File: config.mk
export PLATFORM = sky130hd
export DESIGN_NAME = command_frame_deframer_xor_check_top
export DESIGN_NICKNAME = d
export VERILOG_FILES = /design/src/hw/rtl/cfdx_pkg.sv /design/src/hw/rtl/cfdx_front.sv /design/src/hw/rtl/cfdx_queue.sv /design/src/hw/rtl/cfdx_back.sv /design/src/hw/rtl/command_frame_deframer_xor_check_top.sv
export SDC_FILE = /design/constraint.sdc
export NUM_CORES = 1
export LEC_CHECK = 0
export BUFFER_PORTS_ARGS = -buffer_cell sky130_fd_sc_hd__buf_2
export CORE_MARGIN = 2
export CORE_UTILIZATION = 36
export CTS_CLUSTER_DIAMETER = 200
export DETAILED_ROUTE_END_ITERATION = 8
export MAX_ROUTING_LAYER = met4
export PLACE_DENSITY = 0.53
export SYNTH_ARGS = -nofsm -noshare
export SYNTH_HDL_FRONTEND = slang
export SYNTH_SLANG_ARGS = --single-unit
File: constraint.sdc
create_clock -name i_clk -period 6.1 [get_ports i_clk]
set_input_delay 0.305 -clock i_clk [delete_from_list [all_inputs] [get_ports i_clk]]
set_output_delay 0.305 -clock i_clk [all_outputs]
set_load 0.01 [all_outputs]
File: src/hw/rtl/cfdx_pkg.sv
// Shared types and constants for the command frame deframer.
`timescale 1ns / 1ps
`default_nettype none

package cfdx_pkg;

    localparam logic [7:0] START_MARKER_RESET = 8'hAA;
    localparam logic [7:0] MIN_FRAME_LEN      = 8'd3;
    localparam logic [7:0] MAX_FRAME_LEN      = 8'd32;

    localparam int QUEUE_DEPTH = 2;
    localparam int QUEUE_AW    = $clog2(QUEUE_DEPTH);

    localparam logic [7:0] LID_FIRST  = 8'h01;
    localparam logic [7:0] LID_LAST   = 8'h0A;
    localparam logic [7:0] KNOB_FIRST = 8'h10;
    localparam logic [7:0] KNOB_LAST  = 8'h12;

    localparam logic [7:0] FUNC_1 = 8'h01;
    localparam logic [7:0] FUNC_2 = 8'h02;
    localparam logic [7:0] FUNC_3 = 8'h03;
    localparam logic [7:0] FUNC_4 = 8'h04;
    localparam logic [7:0] FUNC_5 = 8'h05;

    localparam logic [7:0] PLEN_ONE_WORD  = 8'd2;
    localparam logic [7:0] PLEN_TWO_WORDS = 8'd4;

    typedef logic [2:0] t_status;
    localparam t_status ST_OK          = 3'd0;
    localparam t_status ST_BAD_LENGTH  = 3'd1;
    localparam t_status ST_BAD_CHECK   = 3'd2;
    localparam t_status ST_BAD_TARGET  = 3'd3;
    localparam t_status ST_BAD_FUNC    = 3'd4;
    localparam t_status ST_BAD_PAYLOAD = 3'd5;

    typedef enum logic [1:0] {
        REC_BAD_LEN = 2'd0,
        REC_BAD_SUM = 2'd1,
        REC_FRAME   = 2'd2
    } t_rec_kind;

    // One finished frame handed from the front end to the decoder.
    typedef struct packed {
        t_rec_kind       kind;
        logic [7:0]      frame_length;
        logic [7:0]      target;
        logic [7:0]      func;
        logic [3:0][7:0] payload;
    } t_frame_rec;

endpackage

`default_nettype wire

File: src/hw/rtl/cfdx_front.sv
// Front end: hunts for the start marker, checks length and XOR, builds frame records.
`timescale 1ns / 1ps
`default_nettype none

module cfdx_front (
    input  wire                    i_clk,
    input  wire                    i_rst_n,
    input  wire                    i_cfg_we,
    input  wire  [7:0]             i_cfg_wdata,
    input  wire                    i_accept,
    input  wire  [7:0]             i_rx_byte,
    output logic                   o_push,
    output cfdx_pkg::t_frame_rec   o_rec
);
    import cfdx_pkg::*;

    typedef enum logic [2:0] {
        PH_HUNT = 3'b001,
        PH_LEN  = 3'b010,
        PH_BODY = 3'b100
    } t_phase;

    t_phase          r_phase, n_phase;
    logic [7:0]      r_start_marker;
    logic [7:0]      r_frame_length, n_frame_length;
    logic [7:0]      r_bytes_seen, n_bytes_seen;
    logic [7:0]      r_xor, n_xor;
    logic [7:0]      r_target, n_target;
    logic [7:0]      r_func, n_func;
    logic [3:0][7:0] r_payload;
    logic [7:0]      w_seen_inc;
    logic            w_len_bad;
    logic            w_body_more;
    logic            w_pay_we;
    logic [1:0]      w_pay_idx;
    logic [7:0]      w_pay_off;

    assign w_seen_inc  = r_bytes_seen + 8'd1;
    assign w_len_bad   = (i_rx_byte < MIN_FRAME_LEN) || (i_rx_byte > MAX_FRAME_LEN);
    assign w_body_more = w_seen_inc < r_frame_length;
    assign w_pay_off   = r_bytes_seen - 8'd2;
    assign w_pay_idx   = w_pay_off[1:0];

    always_comb begin
        n_phase        = r_phase;
        n_frame_length = r_frame_length;
        n_bytes_seen   = r_bytes_seen;
        n_xor          = r_xor;
        n_target       = r_target;
        n_func         = r_func;
        w_pay_we       = 1'b0;
        o_push         = 1'b0;
        o_rec.kind         = REC_FRAME;
        o_rec.frame_length = r_frame_length;
        o_rec.target       = r_target;
        o_rec.func         = r_func;
        o_rec.payload      = r_payload;
        if (i_accept) begin
            unique case (r_phase)
                PH_LEN: begin
                    if (w_len_bad) begin
                        n_phase    = PH_HUNT;
                        o_push     = 1'b1;
                        o_rec.kind = REC_BAD_LEN;
                    end else begin
                        n_frame_length = i_rx_byte;
                        n_bytes_seen   = 8'd0;
                        n_xor          = r_start_marker ^ i_rx_byte;
                        n_phase        = PH_BODY;
                    end
                end
                PH_BODY: begin
                    if (w_body_more) begin
                        n_xor        = r_xor ^ i_rx_byte;
                        n_bytes_seen = w_seen_inc;
                        if (r_bytes_seen == 8'd0) begin
                            n_target = i_rx_byte;
                        end else if (r_bytes_seen == 8'd1) begin
                            n_func = i_rx_byte;
                        end else if (r_bytes_seen < 8'd6) begin
                            w_pay_we = 1'b1;
                        end
                    end else begin
                        // check byte closes the frame
                        n_phase    = PH_HUNT;
                        o_push     = 1'b1;
                        o_rec.kind = (r_xor == i_rx_byte) ? REC_FRAME : REC_BAD_SUM;
                    end
                end
                default: begin
                    n_phase = (i_rx_byte == r_start_marker) ? PH_LEN : PH_HUNT;
                end
            endcase
        end
    end

    always_ff @(posedge i_clk) begin
        if (!i_rst_n) begin
            r_phase        <= PH_HUNT;
            r_start_marker <= START_MARKER_RESET;
            r_frame_length <= 8'd0;
            r_bytes_seen   <= 8'd0;
            r_xor          <= 8'd0;
            r_target       <= 8'd0;
            r_func         <= 8'd0;
        end else begin
            r_phase        <= n_phase;
            r_frame_length <= n_frame_length;
            r_bytes_seen   <= n_bytes_seen;
            r_xor          <= n_xor;
            r_target       <= n_target;
            r_func         <= n_func;
            if (i_cfg_we) begin
                r_start_marker <= i_cfg_wdata;
            end
        end
    end

    always_ff @(posedge i_clk) begin
        if (w_pay_we) begin
            r_payload[w_pay_idx] <= i_rx_byte;
        end
    end

endmodule

`default_nettype wire

File: src/hw/rtl/cfdx_queue.sv
// Short record queue between the front end and the decoder.
`timescale 1ns / 1ps
`default_nettype none

module cfdx_queue (
    input  wire                    i_clk,
    input  wire                    i_rst_n,
    input  wire                    i_push,
    input  cfdx_pkg::t_frame_rec   i_rec,
    input  wire                    i_pop,
    output logic                   o_full,
    output logic                   o_nonempty,
    output cfdx_pkg::t_frame_rec   o_rec
);
    import cfdx_pkg::*;

    localparam int CW = $clog2(QUEUE_DEPTH + 1);

    t_frame_rec            r_mem [QUEUE_DEPTH];
    logic [QUEUE_AW-1:0]   r_wr_ptr;
    logic [QUEUE_AW-1:0]   r_rd_ptr;
    logic [CW-1:0]         r_count;
    logic                  w_do_push;
    logic                  w_do_pop;

    assign o_full     = (r_count == CW'(QUEUE_DEPTH));
    assign o_nonempty = (r_count != '0);
    assign o_rec      = r_mem[r_rd_ptr];
    assign w_do_push  = i_push && !o_full;
    assign w_do_pop   = i_pop && o_nonempty;

    always_ff @(posedge i_clk) begin
        if (!i_rst_n) begin
            r_wr_ptr <= '0;
            r_rd_ptr <= '0;
            r_count  <= '0;
        end else begin
            if (w_do_push) begin
                r_wr_ptr <= (r_wr_ptr == QUEUE_AW'(QUEUE_DEPTH - 1)) ? '0 : r_wr_ptr + 1'b1;
            end
            if (w_do_pop) begin
                r_rd_ptr <= (r_rd_ptr == QUEUE_AW'(QUEUE_DEPTH - 1)) ? '0 : r_rd_ptr + 1'b1;
            end
            if (w_do_push && !w_do_pop) begin
                r_count <= r_count + 1'b1;
            end else if (w_do_pop && !w_do_push) begin
                r_count <= r_count - 1'b1;
            end
        end
    end

    always_ff @(posedge i_clk) begin
        if (w_do_push) begin
            r_mem[r_wr_ptr] <= i_rec;
        end
    end

endmodule

`default_nettype wire

File: src/hw/rtl/cfdx_back.sv
// Back end: decodes frame records into command results and holds the output register.
`timescale 1ns / 1ps
`default_nettype none

module cfdx_back (
    input  wire                    i_clk,
    input  wire                    i_rst_n,
    input  wire                    i_rec_valid,
    input  cfdx_pkg::t_frame_rec   i_rec,
    output logic                   o_pop,
    output logic                   o_res_valid,
    input  wire                    i_res_stall,
    output logic [2:0]             o_status,
    output logic                   o_is_knob,
    output logic [3:0]             o_unit,
    output logic [2:0]             o_action,
    output logic [15:0]            o_first_value,
    output logic [15:0]            o_second_value
);
    import cfdx_pkg::*;

    logic        r_valid;
    t_status     r_status, n_status;
    logic        r_is_knob, n_is_knob;
    logic [3:0]  r_unit, n_unit;
    logic [2:0]  r_action, n_action;
    logic [15:0] r_first, n_first;
    logic [15:0] r_second, n_second;
    logic [7:0]  w_plen;
    logic [7:0]  w_lid_off;
    logic [7:0]  w_knob_off;
    logic [15:0] w_word0;
    logic [15:0] w_word2;
    logic        w_is_lid;
    logic        w_is_knob;

    assign w_plen     = i_rec.frame_length - MIN_FRAME_LEN;
    assign w_lid_off  = i_rec.target - LID_FIRST;
    assign w_knob_off = i_rec.target - KNOB_FIRST;
    assign w_word0    = {i_rec.payload[0], i_rec.payload[1]};
    assign w_word2    = {i_rec.payload[2], i_rec.payload[3]};
    assign w_is_lid   = (i_rec.target >= LID_FIRST) && (i_rec.target <= LID_LAST);
    assign w_is_knob  = (i_rec.target >= KNOB_FIRST) && (i_rec.target <= KNOB_LAST);

    // take a new record whenever the output register is free or being drained
    assign o_pop = i_rec_valid && (!r_valid || !i_res_stall);

    always_comb begin
        n_status  = ST_OK;
        n_is_knob = 1'b0;
        n_unit    = 4'd0;
        n_action  = 3'd0;
        n_first   = 16'd0;
        n_second  = 16'd0;
        unique case (i_rec.kind)
            REC_BAD_LEN: n_status = ST_BAD_LENGTH;
            REC_BAD_SUM: n_status = ST_BAD_CHECK;
            default: begin
                if (w_is_lid) begin
                    n_unit = w_lid_off[3:0];
                    unique case (i_rec.func) inside
                        FUNC_1, FUNC_2, FUNC_5: n_action = i_rec.func[2:0];
                        FUNC_3, FUNC_4: begin
                            if (w_plen == PLEN_ONE_WORD) begin
                                n_action = i_rec.func[2:0];
                                n_first  = w_word0;
                            end else begin
                                n_status = ST_BAD_PAYLOAD;
                            end
                        end
                        default: n_status = ST_BAD_FUNC;
                    endcase
                end else if (w_is_knob) begin
                    n_is_knob = 1'b1;
                    n_unit    = w_knob_off[3:0];
                    unique case (i_rec.func) inside
                        FUNC_1: begin
                            if (w_plen == PLEN_TWO_WORDS) begin
                                n_action = i_rec.func[2:0];
                                n_first  = w_word0;
                                n_second = w_word2;
                            end else begin
                                n_status = ST_BAD_PAYLOAD;
                            end
                        end
                        FUNC_2, FUNC_3: begin
                            if (w_plen == PLEN_ONE_WORD) begin
                                n_action = i_rec.func[2:0];
                                n_first  = w_word0;
                            end else begin
                                n_status = ST_BAD_PAYLOAD;
                            end
                        end
                        FUNC_4, FUNC_5: n_action = i_rec.func[2:0];
                        default: n_status = ST_BAD_FUNC;
                    endcase
                end else begin
                    n_status = ST_BAD_TARGET;
                end
            end
        endcase
    end

    always_ff @(posedge i_clk) begin
        if (!i_rst_n) begin
            r_valid <= 1'b0;
        end else if (o_pop) begin
            r_valid <= 1'b1;
        end else if (!i_res_stall) begin
            r_valid <= 1'b0;
        end
    end

    always_ff @(posedge i_clk) begin
        if (o_pop) begin
            r_status  <= n_status;
            r_is_knob <= n_is_knob;
            r_unit    <= n_unit;
            r_action  <= n_action;
            r_first   <= n_first;
            r_second  <= n_second;
        end
    end

    assign o_res_valid    = r_valid;
    assign o_status       = r_status;
    assign o_is_knob      = r_is_knob;
    assign o_unit         = r_unit;
    assign o_action       = r_action;
    assign o_first_value  = r_first;
    assign o_second_value = r_second;

endmodule

`default_nettype wire

File: src/hw/rtl/command_frame_deframer_xor_check_top.sv
// Command frame deframer with XOR check: top level.
//
// Input channel: one received byte per transaction on i_rx_byte, with i_rx_valid
// and o_rx_stall. Bytes before the start marker are dropped; then a length byte,
// then target, function, payload and a check byte (XOR of marker, length and body).
// Output channel: one result transaction per frame that got past the marker
// (status, is_knob, unit, action, first_value, second_value) on o_res_valid /
// i_res_stall. A bad length yields its result right after the length byte.
// Throughput: one byte per cycle while o_rx_stall is low, set by the front-end byte tracker.
// A result is valid once the record of the byte that closes the frame has passed
// through the chain front end -> two-entry record queue -> decoder output register.
// When the receiver stalls, the result holds; the queue absorbs two more frame
// records, after which o_rx_stall rises until the output is drained.
// i_cfg_we / i_cfg_wdata write the start marker; the value in force when the
// length byte is accepted seeds the check.
// Reset (i_rst_n low, synchronous): hunting, queue empty, no result valid,
// start marker 0xAA.
`timescale 1ns / 1ps
`default_nettype none

module command_frame_deframer_xor_check_top (
    input  wire         i_clk,
    input  wire         i_rst_n,
    input  wire         i_cfg_we,
    input  wire  [7:0]  i_cfg_wdata,
    input  wire         i_rx_valid,
    output logic        o_rx_stall,
    input  wire  [7:0]  i_rx_byte,
    output logic        o_res_valid,
    input  wire         i_res_stall,
    output logic [2:0]  o_status,
    output logic        o_is_knob,
    output logic [3:0]  o_unit,
    output logic [2:0]  o_action,
    output logic [15:0] o_first_value,
    output logic [15:0] o_second_value
);
    import cfdx_pkg::*;

    logic       w_accept;
    logic       w_push;
    logic       w_full;
    logic       w_nonempty;
    logic       w_pop;
    t_frame_rec w_front_rec;
    t_frame_rec w_head_rec;

    assign o_rx_stall = w_full;
    assign w_accept   = i_rx_valid && !w_full;

    cfdx_front u_front (
        .i_clk       (i_clk),
        .i_rst_n     (i_rst_n),
        .i_cfg_we    (i_cfg_we),
        .i_cfg_wdata (i_cfg_wdata),
        .i_accept    (w_accept),
        .i_rx_byte   (i_rx_byte),
        .o_push      (w_push),
        .o_rec       (w_front_rec)
    );

    cfdx_queue u_queue (
        .i_clk      (i_clk),
        .i_rst_n    (i_rst_n),
        .i_push     (w_push),
        .i_rec      (w_front_rec),
        .i_pop      (w_pop),
        .o_full     (w_full),
        .o_nonempty (w_nonempty),
        .o_rec      (w_head_rec)
    );

    cfdx_back u_back (
        .i_clk          (i_clk),
        .i_rst_n        (i_rst_n),
        .i_rec_valid    (w_nonempty),
        .i_rec          (w_head_rec),
        .o_pop          (w_pop),
        .o_res_valid    (o_res_valid),
        .i_res_stall    (i_res_stall),
        .o_status       (o_status),
        .o_is_knob      (o_is_knob),
        .o_unit         (o_unit),
        .o_action       (o_action),
        .o_first_value  (o_first_value),
        .o_second_value (o_second_value)
    );

endmodule

`default_nettype wire
* Word-level counts from Yosys, hierarchy flattened
Memory sizes are Yosys's and may differ from the RTL's. A register that Yosys moved wholly into a read port is not among the register bits.
Index checks and enable logic that the tools add are counted.
** Cells by class
- Muxes and demuxes :: 60
- Bitwise logic cells :: 7
- Eq/ne operators :: 18
- Add/subtract/negate cells :: 9
- $lt $le $gt $ge :: 10
- Reduce and logical (&&, ||, !) cells :: 33
** Operator list (count)
- 2-to-1 mux 16 bit :: 5
- 2-to-1 mux 8 bit :: 5
- bitwise mux 32 bit :: 1
- one-hot mux 16 bit (2 select lines) :: 1
- one-hot mux 8 bit (2 select lines) :: 2
- 2-to-1 mux 3 bit :: 10
- == test 8 x 2 -> 1 bit (second input constant) :: 3
- == test 8 x 3 -> 1 bit (second input constant) :: 3
- one-hot mux 3 bit (2 select lines) :: 4
- 2-to-1 mux 1 bit :: 18
- one-hot mux 3 bit (3 select lines) :: 2
- demux 8 bit (select 2 bit) :: 1
- == test 8 x 1 -> 1 bit (second input constant) :: 2
- == test 8 bit :: 2
- XOR 8 bit :: 2
- 2-to-1 mux 2 bit :: 7
- logical AND 1 bit :: 9
- adder 8 x 1 -> 8 bit (second input constant) :: 1
- >= comparator 8 x 1 -> 1 bit (second input constant) :: 1
- >= comparator 8 x 5 -> 1 bit (second input constant) :: 1
- > comparator 8 x 6 -> 1 bit (second input constant) :: 1
- less-or-equal comparator 8 x 4 -> 1 bit (second input constant) :: 1
- less-or-equal comparator 8 x 5 -> 1 bit (second input constant) :: 1
- logical NOT 8 bit :: 1
- 32 further kinds :: 53
** Storage, ports and cells
- Output and inout port bits :: 45
- Memory bits (writable) :: 116
- Memories kept :: 1
- Bits in registers :: 131
- Input port bits :: 21
** Memories
- u_queue.r_mem :: words 2, bits a word 58, rd ports 1, clocked after Yosys merged registers in 1, wr ports 1, RTL line cfdx_queue.sv:19 : t_frame_rec r_mem [QUEUE_DEPTH];

* Logic depth before layout (Yosys ltp)
Gate-level depths: netlist of run 1.
- Word-level depth :: 10
- Depth in mapped cells :: 14

* By module
A second synthesis of run 1 with hierarchy kept.
** Second synthesis, totals
- Cell total of the unflattened synthesis :: 743
- Area total of the unflattened synthesis :: 10391.2 um^2
** By module, submodules not included
- cfdx_queue :: sequential area each 3583.4 um^2, times used 1, cells an instance 205, area an instance 4418.0 um^2
- cfdx_front :: sequential area each 1981.9 um^2, times used 1, cells an instance 377, area an instance 3858.7 um^2
- cfdx_back :: sequential area each 1311.3 um^2, times used 1, cells an instance 160, area an instance 2100.8 um^2
- command_frame_deframer_xor_check_top :: sequential area each 0.0 um^2, times used 1, cells an instance 1, area an instance 13.8 um^2

* Worst setup path before layout of run 1
OpenSTA, ideal clock, no wires.
- Path kind :: reg-to-reg
- Start point :: reg u_front.r_bytes_seen[2]
- End point :: mem u_queue.r_mem[0][0] (netlist name) (enable)
- Data arrival time :: 4.892 ns
- Cell stages (with the launch flop) :: 12
- Clock period less this slack :: 5.373 ns
- Setup slack :: 0.727 ns
- Cells stage by stage :: dfxtp_1 > clkbuf_1 > nand3_1 > nor2_1 > nand3_1 > xnor2_1 > ha_1 > nand2_1 > o21ai_0 > a22oi_1 > a21oi_1 > nor2b_1
** Between the ends
- Word-level cells in the longest chain between the ends :: 8
** RTL lines
- from (decl) :: RTL line cfdx_front.sv:26 : logic [7:0] r_bytes_seen, n_bytes_seen;
- from (signal assigned) :: RTL line cfdx_front.sv:109 : r_bytes_seen <= n_bytes_seen;
- adder 8 x 1 -> 8 bit :: RTL line cfdx_front.sv:38 : assign w_seen_inc = r_bytes_seen + 8'd1;
- < comparator 8 bit :: RTL line cfdx_front.sv:40 : assign w_body_more = w_seen_inc < r_frame_length;
- 2-to-1 mux 1 bit :: RTL line cfdx_front.sv:73 : if (w_body_more) begin
- one-hot mux 1 bit (2 select lines) :: RTL line cfdx_front.sv:59 : unique case (r_phase)
- 2-to-1 mux 1 bit :: RTL line cfdx_front.sv:58 : if (i_accept) begin
- logical AND 1 bit :: RTL line cfdx_queue.sv:29 : assign w_do_push = i_push && !o_full;
- net u_queue.w_do_push :: RTL line cfdx_queue.sv:23 : logic w_do_push;
- 2-to-1 mux 1 bit :: RTL line cfdx_queue.sv:53 : if (w_do_push) begin
- 2-to-1 mux 1 bit (implied by the code) :: RTL line cfdx_queue.sv:54 : r_mem[r_wr_ptr] <= i_rec;
- to (decl) :: RTL line cfdx_queue.sv:19
The timed path passes the listed nets, and every way through them passes these cells.

* Final worst setup path of run 1
- Start point :: reg u_front.r_bytes_seen[2]
- End point :: mem u_queue.r_mem[1][35] (netlist name) (enable)
Same word-level chain as after synthesis.

==> results of run 1 <==
## power by group through the flow
stage	clock network, W	registers [W]	logic [W]
after floorplan	0	0.00210	0.000274
after global placement	0	0.00206	0.000502
after detailed placement	0	0.00206	0.000503
after CTS	0.00151	0.00203	0.000509
after global routing	0.00158	0.00204	0.000552
final	0.00147	0.00202	0.000494
## layer usage
layer | vias up | part of all wire, % | GRT usage [%]
li1 | 2936 | - | -
met1 | 2915 | 44 | 18.3
met2 | 139 | 49 | 25.4
met3 | 37 | 4.5 | 2.32
met4 | 0 | 2.2 | 4.68
met5 | - | 0 | -
## synth_stat cells (14+ instances only)
cell	number
sky130_fd_sc_hd__ha_1	15
sky130_fd_sc_hd__nand3_1	20
sky130_fd_sc_hd__mux2i_1	64
sky130_fd_sc_hd__edfxtp_1	191
sky130_fd_sc_hd__inv_1	23
sky130_fd_sc_hd__a21oi_1	30
sky130_fd_sc_hd__nor2_1	91
sky130_fd_sc_hd__nand4_1	16
sky130_fd_sc_hd__nand2_1	32
sky130_fd_sc_hd__o21ai_0	14
sky130_fd_sc_hd__clkbuf_1	19
sky130_fd_sc_hd__xnor2_1	15
sky130_fd_sc_hd__dfxtp_1	57
## critical path, delay by kind of cell (launching register included)
family,cells,cell delay (ps)
AND/OR/NAND/NOR,5,1410
AO/OA/AOI/OAI,3,960
buffers and inverters,1,460
flip-flops,1,450
adder cells (fa/ha/maj),1,310
XOR/XNOR,1,160
## final cells by class
| type | instances | area (um^2) |
|---|---|---|
| fillers | 2599 | 16000 |
| flip-flops and latches | 248 | 6880 |
| multi-input cells | 442 | 2970 |
| clock buffers | 36 | 719 |
| well taps | 378 | 473 |
| repair buffers | 79 | 450 |
| inverters | 24 | 90.1 |
| clock inverters | 13 | 85.1 |
## logic make-up after synthesis
family | synth area share [%]
flops | 68.2
buf+inv | 2.48
mux | 6.57
compound gates | 6.82
xor+xnor | 2.43
simple gates | 11.6
fa+ha+maj | 1.86
## state kept, by name (all words and copies together) (netlist names), named ones only
signal and cells:
u_queue.r_mem 116, u_front.o_rec 32, u_back.o_first_value 16, u_back.o_second_value 16
u_front.r_bytes_seen 8, u_front.r_frame_length 8, u_front.r_func 8, u_front.r_start_marker 8
u_front.r_target 8, u_front.r_xor 8, u_back.o_unit 4, u_back.o_action 3
u_back.o_status 3, u_front.r_phase 3, u_queue.r_count 2, u_back.o_is_knob 1
u_back.o_res_valid 1, u_queue.r_rd_ptr 1, u_queue.r_wr_ptr 1
## what timing repair did
action,4_1_cts,5_1_grt
buffers inserted,0,0
hold endpoints to repair,8,0
hold buffers,8,0
## worst paths after layout
| path | end | slack (ps) | startpoint |
|---|---|---|---|
| min | u_back.o_res_valid | 80 | i_res_stall |
| max | u_queue.r_mem[1][35] | 1980 | u_front.r_bytes_seen[2] |
| min reg2reg | u_queue.r_mem[0][23] | 440 | u_front.o_rec[23] |
| max reg2reg | u_queue.r_mem[1][35] | 1980 | u_front.r_bytes_seen[2] |
## stage by stage
step / hold WS, ps / util (%) / cell area [um^2] / setup slack (ps)
6_report: 75.0 / 42.1 / 11700 / 1980
3_3_place_gp: 423 / 38.9 / 10800 / 2050
5_1_grt: 74.9 / 42.1 / 11700 / 1580
4_1_cts: 64.7 / 42.1 / 11700 / 1920
3_5_place_dp: 430 / 38.9 / 10800 / 1950
2_1_floorplan: 404 / - / 10100 / 727
==> reports/summary.md, run 1 <==
The floorplan step defined a die boundary enclosing 29,400 um^2. The number of global-route vias before repair was 5,959. 66 I/O pins were placed. The max-capacitance violation count was 0. Type of the tightest min-delay check: in -> reg.

Ranked by total cell area, the synthesized netlist is headed by sky130_fd_sc_hd__edfxtp_1 (57%), sky130_fd_sc_hd__dfxtp_1 (11%), sky130_fd_sc_hd__mux2i_1 (6.4%), sky130_fd_sc_hd__nor2_1 (3.4%), sky130_fd_sc_hd__ha_1 (1.9%). The number of gates resized after CTS was 0. The global route total overflow is 0, and the critical-path maximum fanout is 33. The logs give 4320 ps for the data arrival time of the critical path and 36.9% for the share of total power in the clock network. Power comes to 0.00399 W.

Initial core utilization: 36.4%. The clock sink total is 248. Once placement completed, the tool counted placed cells totaling 1,163. The switching power as a share of total power came out at 25.4%.

Share of cells above drive strength 1: 15.0%. In the layout the commonest cells are sky130_fd_sc_hd__edfxtp_1 (191), sky130_fd_sc_hd__nor2_1 (91), sky130_fd_sc_hd__buf_2 (65), sky130_fd_sc_hd__mux2i_1 (64), sky130_fd_sc_hd__dfxtp_1 (56). For this block, the routed nets add up to 20,800 um of wire.

The tools report the maximum buffer depth of the clock tree as 3. The highest achievable clock rate was 243 MHz; the net count of the mapped netlist was 785. TritonCTS built the clock tree.

After clock tree synthesis, the clock-pin slew on the worst setup and hold paths is 60 ps. After detailed routing, the number of remaining DRC violations is 0. Summing over every cut layer, the via total after detailed routing is 6,027. The required time reported for the critical path endpoint is 6300 ps, and the portion of the clock cycle consumed by the worst path in the final layout is 67.6%. In this run, synthesis produced a sequential element count of 248.

The run gives 0 as the number of pins with negative max-slew slack in the final report. The run finished with clean final reports. The number of stages on the worst hold path is 3, and the combined global-route utilization of all metal layers is 14.9%. In the final timing run, aggregate negative setup slack is 0 ps.

After synthesis, flip-flops and latches occupy 68.2% of the total area. Number of antenna diodes: 0. The element type at the critical path start is a flip-flop. Relative to the synthesized area, the layout overhead comes to 15.7%. In this run the clock root is driven by a sky130_fd_sc_hd__clkbuf_16.

The total setup violations reported at the end of the flow is 0. The number of antenna violations at the first check in global routing is 0, and the sequential share of power is 50.7%. The proportion of register bits with asynchronous set or reset after synthesis works out to 0%. Netlist area before placement: 10,100 um^2.

The number of instances in the synthesized netlist was 749; the worst stage delay on the critical path was 770 ps. The source-to-sink clock delay at the later pin of the worst-skew pair came out at 540 ps. Yosys mapped a number of flops with a built-in enable equal to 191. Entering global routing, the biggest net connects 47 pins.

After synthesis, the largest area contributor takes up 56.9% of total cell area. The floorplan step set the die height to 171 um. The cell area power density was 342 nW/um^2; the wire length of the first global-routing pass was 33,000 um. Flip-flop cell with the highest count after synthesis: sky130_fd_sc_hd__edfxtp_1. For the total of warnings raised by yosys, the log shows 0. The die width is 171 um, and the placement row count is 61. Dividing the synthesized area by the synthesized cell count gives 13.5 um^2. The average wire length per cell after detail routing works out to 17.0 um. The most common cell after layout, fill and taps aside is sky130_fd_sc_hd__edfxtp_1. The most numerous cell type found on the critical path is sky130_fd_sc_hd__nand3_1.

In the routed layout, each cell is associated on average with a via count of 4.94. At the end of routability-driven placement, the weighted congestion stood at 0.757. The tools report the final net count as 858. The number of I/O port buffers came out at 65. Measured against its own limit, the worst slew margin works out to 15.2%. The signal on the critical path passes through nand3_1 -> nor2_1 -> nand3_1 -> xnor2_1 -> ha_1 -> nand2_1 -> o21ai_0 -> a22oi_1 -> a21oi_1 -> and2_2 -> buf_4.

Yosys mapped the design onto 64 distinct sky130hd cell types. At the pin with the least slew margin, the transition time is 1270 ps. The logs give 0.198 mV for the worst ir drop on vdd and 9.86 ps for the maximum clock skew at final layout. The count of nets left with antenna violations once routing finished came out at 0. The detailed-routing iteration count for the pre-antenna-repair pass is 5, and the power share of the combinational group is 12.4%. The type of the worst setup path was reg -> reg. The number of H-tree levels was 1. Summed over all instances, the cell type with the most area after synthesis is sky130_fd_sc_hd__edfxtp_1. Setup repair after global routing left no endpoint under its margin.

The capturing element type of the critical path was a flip-flop. The count of cells in the finished layout, fillers not included, comes to 1,220. The clock period minus final worst setup slack works out to 4120 ps.

Cell internal power was estimated by the tool at 0.00298 W. The core region is 27,700 um^2. The final number of hold-violating endpoints was 0.

The number of cells traversed by the worst register-to-register path is 11, and the violation count after the first detailed-routing iteration is 440. The switching power came out at 0.00101 W. The leakage power of the design came out at 4.09 nW. The HPWL after detailed placement is 13,400 um. Counting the buffers created by CTS gives 27. For this design, the slowest cell found on the critical path is sky130_fd_sc_hd__and2_2.
(Power assumes the default switching activity.)
==> inputs of run 2 (changes only) <==
--- a/config.mk
+++ b/config.mk
@@ -5,13 +5,14 @@
 export SDC_FILE = /design/constraint.sdc
 export NUM_CORES = 1
 export LEC_CHECK = 0
+export ABC_AREA = 1
 export BUFFER_PORTS_ARGS = -buffer_cell sky130_fd_sc_hd__buf_2
 export CORE_MARGIN = 2
 export CORE_UTILIZATION = 36
 export CTS_CLUSTER_DIAMETER = 200
 export DETAILED_ROUTE_END_ITERATION = 8
 export MAX_ROUTING_LAYER = met4
-export PLACE_DENSITY = 0.53
+export PLACE_DENSITY = 0.55
 export SYNTH_ARGS = -nofsm -noshare
 export SYNTH_HDL_FRONTEND = slang
 export SYNTH_SLANG_ARGS = --single-unit
==> constraint.sdc (replaced) <==
create_clock -name i_clk -period 3.3 [get_ports i_clk]
set_input_delay 0.165 -clock i_clk [delete_from_list [all_inputs] [get_ports i_clk]]
set_output_delay 0.165 -clock i_clk [all_outputs]
set_load 0.01 [all_outputs]
==> run 2 against run 1 <==
First-iteration DRC count decreased by 17%; global-route usage decreased by 0.76 points; sequential power increased by 90%; via count increased by 5.5%; sequential share of layout area decreased by 2.4 points; count of clock-buffer cells in the layout decreased by 5; critical endpoint is now u_queue.r_count[1]; largest power group unchanged; highest routed layer unchanged.
==> reports/summary.md, run 2 <==
The run finished with clean final reports. The run gives 12,200 um^2 (+4.2%) as the post-route cell area. In this run the critical register-to-register path is captured at u_queue.r_count[1]. The flip-flop cell with the highest count after synthesis is sky130_fd_sc_hd__edfxtp_1. The global route total overflow was 0 (unchanged); the area of the core was 27,900 um^2 (+0.55%). Max-capacitance violation count: 0 (unchanged).

The number of I/O port buffers came out at 65 (unchanged). The run gives 0 (unchanged) as the number of antenna diodes. The clock-pin slew on the worst setup and hold paths is 60 ps (about the same). The placement row count was 61 (unchanged). The tools report the highest achievable clock rate as 331 MHz (+37%). End point of the critical path: u_queue.r_count[1].

The slowest stage of the critical path belongs to the cell sky130_fd_sc_hd__dfxtp_2. By area the synthesized netlist is led by sky130_fd_sc_hd__edfxtp_1 (56%), sky130_fd_sc_hd__dfxtp_1 (11%), sky130_fd_sc_hd__nand2_1 (6.9%), sky130_fd_sc_hd__nor2_1 (4.1%), sky130_fd_sc_hd__inv_1 (2.8%). The worst hold path belongs to the class in -> reg.

The most critical setup path has its startpoint at u_front.r_bytes_seen[0]. The placement-stage cell area came out at 11,000 um^2 (+2.2%). The largest total area in the synthesized netlist belongs to sky130_fd_sc_hd__edfxtp_1. Netlist area before placement: 10,200 um^2 (+1.4%). The cell area power density is 737 nW/um^2 (+120%). The worst stage delay on the critical path was 370 ps (-400 ps); the worst ir drop on vdd was 0.353 mV (+78%). The number of cells traversed by the worst register-to-register path works out to 19 (+8). The maximum number of pins on one net before global-route repair is 59 (+26%), and the reg2reg setup slack is 280 ps (-1690 ps).

The portion of the clock cycle consumed by the worst path in the final layout is 91.4% (+24 points), and the detailed-routing iteration count for the pre-antenna-repair pass is 5 (unchanged). The total setup violations reported at the end of the flow is 0 (unchanged). The tools report the number of routed nets with antenna violations as 0 (unchanged). The root buffer cell was sky130_fd_sc_hd__clkbuf_16. The logs give 5,958 (-0.017%) for the number of global-route vias before repair and 29,800 um^2 (+1.4%) for the total die area. The detailed-route vias per instance was 4.54 (-8.1%).

The total number of vias was 6,356 (+5.5%). The violation count after the first detailed-routing iteration is 364 (-17%). Ranked by flip-flop count, first place goes to u_queue.r_mem. The post-synthesis to final-layout area growth came out at 18.9%. The cell family contributing the most delay on the critical path is adder cells. The slew at the pin closest to its max-slew limit is 1000 ps (-271 ps).

The register bit total from synthesis is 248 (unchanged), and the clock period minus final worst setup slack is 3020 ps (-1110 ps). In the layout the commonest cells are sky130_fd_sc_hd__edfxtp_1 (191), sky130_fd_sc_hd__nand2_1 (187), sky130_fd_sc_hd__nor2_1 (110), sky130_fd_sc_hd__inv_1 (73), sky130_fd_sc_hd__buf_2 (65). The switching power as a share of total power was 28.3% (+2.9 points). The area share of the largest cell type after synthesis was 56.1% (-0.81 points); the post-detailed-route DRC marker count was 0 (unchanged).

Share of total power in the clock network: 37.1% (+0.2 points). For the remaining max-slew budget at the tightest pin, the log shows 33.3% (+18 points). Clock sink total: 248 (unchanged). The required time reported for the critical path endpoint was 3700 ps (-2600 ps).

Element type at the critical path start: a flip-flop. For the setup slack after layout, the log shows 282 ps (-1690 ps). STA classifies the critical path endpoint as a flip-flop. Traced cell by cell, the critical path runs through ha_2 -> nand2_1 -> inv_1 -> nand2_1 -> nor3_2 -> xor2_1 -> ha_1 -> nand2_1 -> o21a_1 -> nand2_1 -> nand2_1 -> nand2_1 -> nand2_1 -> inv_1 -> ha_1 -> a21oi_1 -> o21ai_0 -> o21ai_0 -> a21oi_1. The proportion of register bits with asynchronous set or reset after synthesis was 0% (unchanged); the wire length of the first global-routing pass was 32,500 um (-1.3%). The utilization of the core after routing is 43.7% (+1.5 points).

The run gives 0.00896 W (+120%) as the post-layout total power. The type of the worst setup path was reg -> reg. The distinct cell type count of the synthesized netlist is 41 (-36%).

The weighted congestion at the end of routability-driven global placement was 0.820 (+8.3%). The floorplan die height is 173 um (+0.70%), and the initial core utilization is 36.7% (+0.32 points). The startpoint identified for the worst register-to-register timing path is u_front.r_bytes_seen[0]. The number of buffers created by CTS was 27 (unchanged). The number of pins with negative max-slew slack in the final report was 0 (unchanged). The logic depth of the worst setup path including buffers was 19 (+8); the number of enable flip-flop cells after synthesis was 191 (unchanged). The tools report the number of antenna violations at the first check in global routing as 1 (+1). The worst slack after detailed placement was 239 ps (-1710 ps); the data arrival time of the critical path was 3420 ps (-900 ps). Maximum clock skew at final layout: 13.3 ps (+3.48 ps).

Cell-internal power: 0.00642 W (+120%). For the net count of the mapped netlist, the log shows 947 (+21%). Maximum buffer depth of the clock tree: 3 (unchanged). The number of H-tree levels is 1 (unchanged), and the leakage power of the design is 4.70 nW (+15%). In this design, the critical path's most frequently occurring cell is sky130_fd_sc_hd__nand2_1. The run gives 20,700 um (-0.47%) as the final wirelength. Most common cell after layout, fill and taps aside: sky130_fd_sc_hd__edfxtp_1. The most frequent cell after synthesis is sky130_fd_sc_hd__edfxtp_1. The mean cell area of the mapped netlist was 11.2 um^2 (-17%); the buffer and inverter count on the worst path was 2 (+1). The number of fill cells in the layout is 2,665 (+2.5%), and the sequential share of power is 42.7% (-8.0 points).

The part of the Yosys area used for sequential elements came out at 67.2% (-0.97 points). The average wire length per cell after detail routing works out to 14.8 um (-13%). The switching power was 0.00254 W (+150%); the die width was 173 um (+0.70%). The number of top-level design ports is 66 (unchanged). The post-DP HPWL is 13,400 um (about the same), and the power share of the combinational group is 20.2% (+7.8 points).

The critical-path maximum fanout was 4 (-88%). The source-to-sink clock delay at the later pin of the worst-skew pair is 530 ps (about the same). The final number of hold-violating endpoints came out at 0 (unchanged).

The flip-flop count of the largest register, all copies and words added was 116 (unchanged); the number of instances in the synthesized netlist was 911 (+22%). Ranked by instance count, the synthesized netlist is headed by sky130_fd_sc_hd__edfxtp_1 (191), sky130_fd_sc_hd__nand2_1 (187), sky130_fd_sc_hd__nor2_1 (112). TritonCTS built the clock tree. The share of cells above drive strength 1 works out to 17.7% (+2.7 points). The combined global-route utilization of all metal layers is 14.2% (-0.76 points), and the final net count is 1,038 (+21%). The tools report the total of warnings raised by yosys as 0 (unchanged).
## run 2: cell count changes after synthesis, sizes merged, moves of 12 or more
cell / delta
nor3: +12
nand2: +163
inv: +58
nor2: +30
mux2i: -49
o21ai: +32
a21oi: +19
## run 2: cell families after synthesis
group,share of synthesized area [%]
adders and majority gates,1.83
xor gates and xnor gates,2.31
buffers and inverters,4.65
muxes,1.47
DFF,67.2
and+or+nand+nor,17.0
AOI/OAI and AO/OA,5.49
## run 2: power by group through the flow
stage	logic (W)	clock network (W)	registers [W]
6_report	0.00181	0.00332	0.00383
5_1_grt	0.00201	0.00353	0.00386
4_1_cts	0.00184	0.00340	0.00383
3_5_place_dp	0.00183	0	0.00390
3_3_place_gp	0.00181	0	0.00390
2_1_floorplan	0.00117	0	0.00402
## run 2: worst min path at each step
stage	startpoint	to	slack, ps	cells after the start
2_1_floorplan	i_rx_byte[0]	u_front.o_rec[0]	260	0
3_3_place_gp	i_cfg_wdata[7]	u_front.r_start_marker[7]	390	3
3_5_place_dp	i_cfg_wdata[7]	u_front.r_start_marker[7]	390	3
4_1_cts	i_cfg_we	u_front.r_start_marker[0]	20	3
5_1_grt	i_res_stall	u_back.o_res_valid	30	3
6_report	i_res_stall	u_back.o_res_valid	30	3
## run 2: metal layers
metal | global-route usage (%) | wire, um
met1 | 18.6 | 9650
met2 | 22.9 | 9700
met3 | 2.20 | 886
met4 | 3.77 | 423
met5 | - | 0
## run 2: what timing repair did
| item | 4_1_cts | 5_1_grt |
|---|---|---|
| resized for setup | 0 | 7 |
| endpoints found under the hold margin | 8 | 0 |
| endpoints found under the setup margin | 0 | 30 |
| hold buffers | 12 | 0 |
| buffers inserted | 0 | 1 |
## run 2: area by class of cell
| class | instances | area [um^2] | share of cell area, % |
|---|---|---|---|
| clock inverters | 18 | 298 | 2.45 |
| clock buffers | 31 | 701 | 5.76 |
| repair buffers | 92 | 596 | 4.90 |
| well taps | 378 | 473 | 3.89 |
| multi-input cells | 551 | 2900 | 23.8 |
| inverters | 82 | 319 | 2.62 |
| flip-flops and latches | 248 | 6880 | 56.6 |
## run 2: worst min-delay path, cell delays in order
cell and delay, ps:
sky130_fd_sc_hd__buf_2 90, sky130_fd_sc_hd__nand2_1 110, sky130_fd_sc_hd__a21oi_1 110
## run 2: metrics by stage
stage	hold WS (ps)	instances	TNS, ps
6_report	27.4	1400	0
5_1_grt	26.1	1400	-0.775
4_1_cts	16.6	1399	0
3_5_place_dp	388	1338	0
3_3_place_gp	388	1338	0
2_1_floorplan	264	911	0
==> inputs of run 3 (changes only) <==
--- a/config.mk
+++ b/config.mk
@@ -5,7 +5,6 @@
 export SDC_FILE = /design/constraint.sdc
 export NUM_CORES = 1
 export LEC_CHECK = 0
-export ABC_AREA = 1
 export BUFFER_PORTS_ARGS = -buffer_cell sky130_fd_sc_hd__buf_2
 export CORE_MARGIN = 2
 export CORE_UTILIZATION = 36
==> run 3 against run 2 <==
Non-clock buffer count grew 15; first-iteration DRC count decreased by 12%; sequential cell count did not move; combinational power shrank 46%; final cell count shrank 11%; design area shrank 1.3%; clock power fell by 15%; total power down 16%; worst setup slack got worse by 50 ps; sequential share of layout area grew 0.74 points; global-route usage is 0.94 points higher; die area shrank 1.4%.
==> reports/summary.md, run 3 (synthesis gave the netlist of run 1 again) <==
The slew at the pin closest to its max-slew limit was 992 ps (-9.00 ps). The run gives 3520 ps (+100 ps) as the data arrival time of the critical path. The tools report the detailed-routing iteration count for the pre-antenna-repair pass as 5 (unchanged). The number of placed instances with taps included was 1,183 (-12%); the number of buffers created by CTS was 27 (unchanged).

The post-DP HPWL is 14,000 um (+4.1%), and the floorplan die height is 171 um (-0.70%). In the layout the commonest cells are sky130_fd_sc_hd__edfxtp_1 (191), sky130_fd_sc_hd__nor2_1 (90), sky130_fd_sc_hd__buf_2 (65), sky130_fd_sc_hd__mux2i_1 (64), sky130_fd_sc_hd__dfxtp_1 (54). The average wire length per cell after detail routing works out to 16.9 um (+15%). The logs give 6880 um^2 (about the same) for the footprint of the flip-flops and latches and 19.3% (+0.73 points) for the global-route track usage on met1.

The initial core utilization was 36.4% (-0.32 points). The worst stage delay on the critical path was 380 ps (about the same); the number of antenna violations at the first check in global routing was 0 (-1). The total number of vias is 6,192 (-2.6%). Among all stages on the critical path, the largest delay is contributed by sky130_fd_sc_hd__dfxtp_2. The tools report the clock sink total as 248 (unchanged).

For the number of antenna diodes, the log shows 0 (unchanged). The final number of hold-violating endpoints was 0 (unchanged); the fraction of met3 tracks used by global routing was 2.46% (+0.26 points). The critical-path maximum fanout is 6 (+2). The type of the tightest min-delay check is in -> reg.

The run gives 233 ps (-49.8 ps) as the setup slack after layout. The final net count came out at 886 (-15%). The run gives 6,022 (+1.1%) as the number of global-route vias before repair.

The buffer and inverter count on the worst path was 0 (-2). Weighted congestion at the end of routability-driven global placement: 0.864 (+5.3%). The clock period minus final worst setup slack is 3070 ps (+49.8 ps), and the total setup violations reported at the end of the flow is 0 (unchanged). The total die area is 29,400 um^2 (-1.4%). The critical path in this run is classified as reg -> reg. The number of I/O port buffers works out to 65 (unchanged). The run finished with clean final reports. The leakage power of the design came out at 4.26 nW (-9.4%). The area of the multi-input gates is 3000 um^2 (+3.5%). Register name with the most flops: u_queue.r_mem.

The setup TNS came out at 0 ps (unchanged). The run gives 540 ps (about the same) as the source-to-sink clock delay at the later pin of the worst-skew pair. The library cell used most frequently in the layout, excluding fill and tap cells, is sky130_fd_sc_hd__edfxtp_1.

Number of fill cells in the layout: 2,518 (-5.5%). TritonCTS built the clock tree. The global routing stage identified its most utilized layer as met2. The run gives 326 MHz (-1.6%) as the highest achievable clock rate. The portion of the clock cycle consumed by the worst path in the final layout came out at 92.9% (+1.5 points).

The die width came out at 171 um (-0.70%). The logs give 21,100 um (+2.3%) for the final wirelength and 0.00748 W (-16%) for the post-layout total power. The area of the core came out at 27,700 um^2 (-0.55%). The logs give 61 (unchanged) for the placement row count and 33,300 um (+2.2%) for the wire length of the first global-routing pass. The run gives 0 (unchanged) as the global route total overflow.

The root buffer cell was sky130_fd_sc_hd__clkbuf_16. The tools report the remaining max-slew budget at the tightest pin as 33.9% (+0.60 points). On the critical path the largest part of the delay comes from compound AO/OA/AOI/OAI gates.

The maximum number of pins on one net before global-route repair was 47 (-20%). The signal on the critical path passes through nand3_2 -> nor2_2 -> nand3_1 -> xnor2_1 -> ha_1 -> a21oi_1 -> o21ai_1 -> a22oi_2 -> a21oi_2 -> ha_1 -> or3_1 -> a21oi_1. For the global routing usage on met2, the log shows 24.7% (+1.8 points).

Setup repair after global routing left no endpoint under its margin. The run gives 0 (unchanged) as the post-detailed-route DRC marker count. The capturing element type of the critical path was a flip-flop. The count of buffers added by post-CTS timing repair for setup was 0 (unchanged). The run gives 15.1% (+0.94 points) as the combined global-route utilization of all metal layers. The share of cells above drive strength 1 is 18.5% (+0.82 points). Number of pins with negative max-slew slack in the final report: 0 (unchanged).

The logs give 3750 ps (+50 ps) for the required time reported for the critical path endpoint and 66 (unchanged) for the number of top-level design ports. The logs give 1 (unchanged) for the number of H-tree levels and 0 (unchanged) for the max-capacitance violation count. The clock-pin slew on the worst setup and hold paths works out to 60 ps (about the same). STA classifies the critical path startpoint as a flip-flop. The area growth from synthesis to layout is 19.0%. The logs give 50.7 ps (+23.3 ps) for the final-layout worst hold slack and 9.20 ps (-4.14 ps) for the maximum clock skew at final layout. Violation count after the first detailed-routing iteration: 320 (-12%). The run gives 0.293 mV (-17%) as the worst ir drop on vdd.

The number of routed nets with antenna violations is 0 (unchanged), and the non-filler instance count after layout is 1,247 (-11%). The detailed-route vias per instance came out at 4.97 (+9.4%). The worst slack after detailed placement is 100 ps (-139 ps), and the cell area power density is 624 nW/um^2 (-15%). The flip-flop count of the largest register, all copies and words added was 116 (unchanged).

The maximum buffer depth of the clock tree came out at 3 (unchanged).
[run 3: cell count changes in the layout (fill, tap and decap cells not counted), sizes merged, moves of 11 or more]
cell   previous run  this run
a21oi            50        31
nand2           195        32
buf              80        91
nor4              1        12
nand3            32        21
nor3             25        13
inv              82        25
mux2i            15        64
o21ai            47        15
nor2            121        91
[run 3: final cells by class]
cell class                 instances  share of cell area, %
tap                              378                   3.94
multi-input combinational        442                   25.0
timing repair buffer             107                   6.09
sequential                       248                   57.3
clock inverter                    14                   1.00
inverter                          24                  0.750
clock buffer                      34                   5.93
[run 3: timing repair]
action,in CTS,in global routing
setup endpoints to repair,0,37
resized for setup,0,6
endpoints found under the hold margin,16,0
hold buffers,16,0
[run 3: metrics by stage]
step | util [%] | instance area (um^2)
final | 43.3 | 12000
after detailed placement | 39.7 | 11000
after global placement | 39.7 | 11000
after floorplan | - | 10100
after CTS | 43.3 | 12000
after global routing | 43.3 | 12000
[run 3: final timing paths]
| kind | to | slack, ps | depth (start not counted) | from |
|---|---|---|---|---|
| max | u_queue.r_count[1] | 230 | 12 | u_front.r_bytes_seen[1] |
| min | u_front.r_frame_length[4] | 50 | 3 | i_rx_byte[4] |
| max reg2reg | u_queue.r_count[1] | 230 | 12 | u_front.r_bytes_seen[1] |
| min reg2reg | u_queue.r_mem[0][26] | 440 | 0 | u_front.o_rec[26] |
[run 3: where the power goes]
group | total [W] | switching [W] | internal [W]
logic | 0.000974 | 0.000621 | 0.000354
clock network | 0.00281 | 0.00120 | 0.00161
registers | 0.00370 | 0.0000719 | 0.00363
total | 0.00748 | 0.00189 | 0.00560
[run 3: worst min-delay path: stages]
cell	delay [ps]
sky130_fd_sc_hd__buf_2	210
sky130_fd_sc_hd__a21oi_1	100
sky130_fd_sc_hd__nor2_1	70
[run 3: routing by layer]
| layer | part of all wire [%] | vias up |
|---|---|---|
| met5 | 0 | - |
| li1 | - | 2999 |
| met4 | 2.5 | 0 |
| met2 | 48 | 138 |
| met1 | 46 | 3008 |
| met3 | 4.1 | 47 |
